[src/sal_lookup.sv]
`timescale 1ns / 1ps

module sal_lookup #(
    parameter int WAYS   = 4,
    parameter int TAG_W  = 42,
    parameter int RANK_W = 2,
    parameter int WAY_W  = 2
) (
    input  logic [WAYS*TAG_W-1:0]  tags,
    input  logic [WAYS-1:0]        valid,
    input  logic [WAYS*RANK_W-1:0] ranks,
    input  logic [TAG_W-1:0]       req_line,
    output logic                   hit,
    output logic [WAY_W-1:0]       way,
    output logic [WAYS-1:0]        valid_new,
    output logic [WAYS*RANK_W-1:0] ranks_new,
    output logic [WAYS*TAG_W-1:0]  tags_new
);

    logic [WAY_W-1:0]  hit_way;
    logic              found;
    logic [WAY_W-1:0]  free_way;
    logic [WAY_W-1:0]  lru_way;
    logic [RANK_W:0]   best;
    logic [RANK_W-1:0] way_rank;
    logic [RANK_W-1:0] cur_rank;

    always_comb
    begin
        hit      = 1'b0;
        hit_way  = '0;
        found    = 1'b0;
        free_way = '0;
        lru_way  = '0;
        best     = '1;
        for (int w = 0; w < WAYS; w++)
        begin
            if (!hit && valid[w] && (tags[w*TAG_W +: TAG_W] == req_line))
            begin
                hit     = 1'b1;
                hit_way = WAY_W'(w);
            end
            if (!found && !valid[w])
            begin
                found    = 1'b1;
                free_way = WAY_W'(w);
            end
            if ({1'b0, ranks[w*RANK_W +: RANK_W]} < best)
            begin
                best    = {1'b0, ranks[w*RANK_W +: RANK_W]};
                lru_way = WAY_W'(w);
            end
        end

        if (hit)
        begin
            way = hit_way;
        end
        else if (found)
        begin
            way = free_way;
        end
        else
        begin
            way = lru_way;
        end

        // The chosen way becomes most recent; every way above it moves down one.
        way_rank  = ranks[way*RANK_W +: RANK_W];
        ranks_new = ranks;
        valid_new = valid;
        tags_new  = tags;
        for (int w = 0; w < WAYS; w++)
        begin
            cur_rank = ranks[w*RANK_W +: RANK_W];
            if (WAY_W'(w) == way)
            begin
                ranks_new[w*RANK_W +: RANK_W] = RANK_W'(WAYS - 1);
                valid_new[w]                  = 1'b1;
                if (!hit)
                begin
                    tags_new[w*TAG_W +: TAG_W] = req_line;
                end
            end
            else if (cur_rank > way_rank)
            begin
                ranks_new[w*RANK_W +: RANK_W] = cur_rank - RANK_W'(1);
            end
        end
    end

endmodule
[config.mk]
export PLATFORM = sky130hd
export DESIGN_NAME = sal_lookup
export DESIGN_NICKNAME = d
export VERILOG_FILES = /design/src/sal_lookup.sv
export SDC_FILE = /design/constraint.sdc
export NUM_CORES = 1
export LEC_CHECK = 0
export BUFFER_PORTS_ARGS = -buffer_cell sky130_fd_sc_hd__buf_2
export CAP_MARGIN = 20
export CORE_AREA = 2 2 159 161
export DETAILED_ROUTE_END_ITERATION = 8
export DIE_AREA = 0 0 161 163
export PLACE_DENSITY = 0.55
export SYNTH_ARGS = -nofsm -noshare
export SYNTH_HDL_FRONTEND = slang
export SYNTH_SLANG_ARGS = --single-unit
[constraint.sdc]
create_clock -name vclk -period 4.5
set_clock_uncertainty 0.2 [all_clocks]
set_input_delay 0.225 -clock vclk [all_inputs]
set_output_delay 0.225 -clock vclk [all_outputs]
set_load 0.01 [all_outputs]
# Yosys cells after proc, flatten, opt, wreduce, memory -nomap -nowiden
# Cells that the tools add are included.
[totals]
input_bits = 222
register_bits = 0
output_inout_bits = 183
[classes]
n_eq_ne = 7
shift = 1
add_sub_neg = 4
reduce_logical = 19
n_mux = 42
magnitude_cmp = 8
[ops]
columns = ["cell", "count"]
rows = [
  ["$mux W42", 8],
  ["$eq A42 B42 Y1", 4],
  ["$mux W2", 16],
  ["$mux W1", 15],
  ["$logic_and A1 B1 Y1", 10],
  ["$lt A2 B3 Y1", 3],
  ["$mux W3", 3],
  ["$gt A2 B2 Y1", 4],
  ["$logic_not A1 Y1", 8],
  ["$shiftx A8 B4 Y2", 1],
  ["$sub A2 B1 Y2 const B", 4],
  ["$eq A2 B2 Y1 const A", 2],
  ["$lt A2 B3 Y1 const B", 1],
  ["$eq A1 B2 Y1 const A", 1],
  ["$logic_not A2 Y1", 1],
]

# Depth between registers and ports, before layout
[logic_depth]
ltp_word = 20
depth_mapped = 16

# Worst setup path after synthesis
# Ideal clock, no wire load.
[synth_path]
path_kind = "input -> output"
start = "input req_line[41]"
end = "output ranks_new[5]"
cell_stages = 14
arrival_time_ns = 3.373
setup_slack_ns = 0.702
required_ns = 4.075
path_cell_list = "buf_2 -> xor2_1 -> or4_1 -> nor4_2 -> and4_1 -> o21a_2 -> mux2_2 -> o221ai_1 -> ha_1 -> nor2b_1 -> o21ai_0 -> nor2_1 -> xnor2_1 -> o21ai_0"
[synth_between]
elab_chain_len = 20
word_cells_on_any_way = 27
[synth_rtl]
columns = ["element", "line", "text"]
rows = [
  ["start, declared", "12", "input logic [TAG_W-1:0] req_line,"],
  ["$eq A42 B42 Y1", "38", "if (!hit && valid[w] && (tags[w*TAG_W +: TAG_W] == req_line))"],
  ["$logic_and A1 B1 Y1", "38", ""],
  ["$mux W1", "38", ""],
  ["$logic_not A1 Y1", "38", ""],
  ["$logic_and A1 B1 Y1 (2 in series)", "38", ""],
  ["$mux W1", "38", ""],
  ["$logic_not A1 Y1", "38", ""],
  ["$logic_and A1 B1 Y1 (2 in series)", "38", ""],
  ["$mux W1", "38", ""],
  ["$logic_not A1 Y1", "38", ""],
  ["$logic_and A1 B1 Y1 (2 in series)", "38", ""],
  ["$mux W2 or $mux W1 (tied branches)", "38", ""],
  ["$mux W2 *", "55", "if (hit)"],
  ["$shiftx A8 B4 Y2", "69", "way_rank = ranks[way*RANK_W +: RANK_W];"],
  ["$gt A2 B2 Y1", "85", "else if (cur_rank > way_rank)"],
  ["$mux W2", "85", ""],
  ["$mux W2 *", "76", "if (WAY_W'(w) == way)"],
  ["end, declared", "16", "output logic [WAYS*RANK_W-1:0] ranks_new,"],
]
# Every way passes the cells marked *; elsewhere a longest branch is shown, timed or not.

# Worst setup path in the final report
[layout_path]
start = "input req_line[26]"
end = "output ranks_new[7]"
# Same word-level chain as after synthesis.

==> impl_metrics.py <==
metrics = {
    "status": {
        "run_status": "finished, final reports clean",
    },
    "yosys": {
        "synth_top_cells_by_count": "sky130_fd_sc_hd__xnor2_1 (151), sky130_fd_sc_hd__mux2_2 (121), sky130_fd_sc_hd__nand4_1 (55), sky130_fd_sc_hd__mux2_1 (41), sky130_fd_sc_hd__buf_2 (37)",
        "syn_nets": 841,
        "synthCells": 606,
        "avgSynthCellArea_um2": 8.24,
        "synth_warn": 0,
        "synth.area.top_cells": "sky130_fd_sc_hd__mux2_2 (27%), sky130_fd_sc_hd__xnor2_1 (26%), sky130_fd_sc_hd__mux2_1 (9.2%), sky130_fd_sc_hd__nand4_1 (6.9%), sky130_fd_sc_hd__buf_2 (3.7%)",
        "yosysTopAreaCellShare": 0.273,
        "yosysSeqAreaShare": 0,
        "synthDistinctLibCells": 46,
        "synthesis.area_mm2": 0.00500,
        "synth.largest_area_cell": "sky130_fd_sc_hd__mux2_2",
        "synth.most_common_cell": "sky130_fd_sc_hd__xnor2_1",
    },
    "layout": {
        "layout.filler_cells": 2724,
        "nFlopsAndLatches": 0,
        "seq_area_um2": 0,
        "layout-drive-gt1-share": 0.572,
        "syn_to_final_growth_pct": 47.4,
        "count_of_non_filler_cells_in_the_finished_layout": 1307,
        "num-clock-buffers": 0,
        "post_layout_net_count": 1212,
    },
    "timing": {
        "final_period_minus_worst_setup_slack_ps": 4280,
        "setup_violations": 0,
        "max-slew-margin-rel": 0.409,
        "layout_setup_ws_ps": 217,
        "rsz0062_at_grt": "no",
        "final_max_slew_viol_count": 0,
        "totalNegativeSetupSlack_ps": 0,
        "worst_margin_pin_slew_ps": 883,
        "fmax_ghz": 0.233,
        "fin_crit_sh": 0.952,
        "timing.final.hold_violations": 0,
    },
    "power": {
        "ir_worst_vdd_v": 0.0000532,
        "power_density_mw_per_mm2": 143,
        "static-leakage-power_uw": 0.00325,
    },
    "routing": {
        "route.antenna.remaining_nets": 0,
        "first_iter_violations": 378,
        "drt-total-wl_um": 30900,
        "wl_per_cell_um": 23.6,
        "drt_first_pass_iters": 4,
        "detailroute.via_count": 6162,
        "route.detailed.drc": 0,
        "avgViaCountPerCell": 4.71,
    },
    "grt": {
        "grt_antenna_before_repair": 1,
        "gr-total-overflow": 0,
        "global_routing_usage_summed_across_all_routing_layers": 0.223,
        "global_route_wire_length_before_repair_um": 42600,
        "pin_count_of_the_biggest_net_entering_global_routing": 43,
        "grt_pass1_vias": 6201,
    },
    "floorplanning": {
        "die-area_mm2": 0.0262,
        "boundaryPins": 405,
        "rows": 58,
        "chipWidth_um": 161,
        "floorplan.core_area_mm2": 0.0247,
        "die_height_um": 163,
        "initial_utilization": 0.202,
    },
    "worst_setup_path": {
        "worst_endpoint_data_arrival_time_ps": 3860,
        "crit_path_max_fo": 8,
        "worst_setup_path_start_kind": "input pin",
        "worstSetupPathType": "in2out",
        "worst_setup_path_end_kind": "output pin",
        "cp.required_ps": 4070,
    },
    "placement": {
        "placement.setup.worst_slack_ps": 169,
        "dp_cells": 1305,
        "port_buffers": 405,
        "detailed_place_hpwl_um": 26800,
        "finalWeightedCongestion": 0.901,
    },
    "worst_hold_path": {
        "hp-class": "in2out",
        "min_path_cells": 3,
    },
    "job": {
        "maxCapViolCount": 0,
    },
    "clocking": {
        "cts.hold.buffers_added": 0,
    },
}
## per-stage QoR
stage | util | hold WS (ps) | power, uW | instance area, um2
after floorplan | - | 352 | 593 | 5000
after global placement | 0.298 | 570 | 1060 | 7350
after detailed placement | 0.298 | 568 | 1060 | 7350
after CTS | 0.298 | 571 | 1070 | 7350
after global routing | 0.298 | 587 | 1140 | 7360
final | 0.298 | 570 | 1060 | 7360
## critical path, stage by stage
cell                       delay (ps)
sky130_fd_sc_hd__buf_2            160
sky130_fd_sc_hd__xor2_1           220
sky130_fd_sc_hd__nor4_2           500
sky130_fd_sc_hd__nor4b_1          410
sky130_fd_sc_hd__and4_1           290
sky130_fd_sc_hd__o21a_2           240
sky130_fd_sc_hd__mux2_2           360
sky130_fd_sc_hd__o221ai_1         190
sky130_fd_sc_hd__buf_4            170
sky130_fd_sc_hd__ha_1             230
sky130_fd_sc_hd__nor2b_1          130
sky130_fd_sc_hd__o21ai_0          250
sky130_fd_sc_hd__nor2_1            90
sky130_fd_sc_hd__xnor2_1          130
sky130_fd_sc_hd__o21ai_0           90
sky130_fd_sc_hd__buf_2            140
## power breakdown
group / leakage [uW] / switching, uW / internal, uW
Clock: 0.0000000127 / 0 / 0.0000596
Combinational: 0.00325 / 582 / 473
Sequential: 0 / 0 / 0
Total: 0.00325 / 582 / 473
## cell usage in the layout (no fill, tap or decap), drive strengths merged, types with 3 or more instances in the layout
cell type    n
inv         15
nor2         8
buf        428
a32o         4
xnor2      151
o21ai       11
nand2b      20
xor2        16
and4         3
nand2       14
a21o         3
nand4       55
mux2       162
nor4        15
nor2b        5
nor3         7
nand3       17
ha          13
## cell families after synthesis
| kind of cell | share of synthesized area |
|---|---|
| compound gates | 0.0498 |
| xor+xnor | 0.293 |
| fa+ha+maj | 0.0326 |
| buf+inv | 0.0701 |
| mux | 0.369 |
| simple gates | 0.186 |
## final timing paths
| path | start | end | slack (ps) |
|---|---|---|---|
| hold / removal | tags[43] | tags_new[43] | 570 |
| setup / recovery | req_line[26] | ranks_new[7] | 220 |
## final cells by class
| class | instances | area, um2 | area share |
|---|---|---|---|
| diodes | 2 | 5.00 | 0.000680 |
| well taps | 330 | 413 | 0.0561 |
| inverters | 15 | 56.3 | 0.00765 |
| multi-input cells | 532 | 4660 | 0.633 |
| repair buffers | 428 | 2220 | 0.302 |
## repair_timing
| item | 4_1_cts | 5_1_grt |
|---|---|---|
| resized for setup | 0 | 3 |
| setup buffers | 0 | 0 |
| setup endpoints to repair | 0 | 7 |
## per-layer routing
metal  up-vias  global-route usage  share of wire
met1      2929               0.284           0.42
met5         -                   0              0
met2       280               0.413           0.50
met3        20              0.0191          0.055
met4         0              0.0373          0.016
li1       2933                   -              -
No activity file was read; power rests on OpenSTA's default activity.
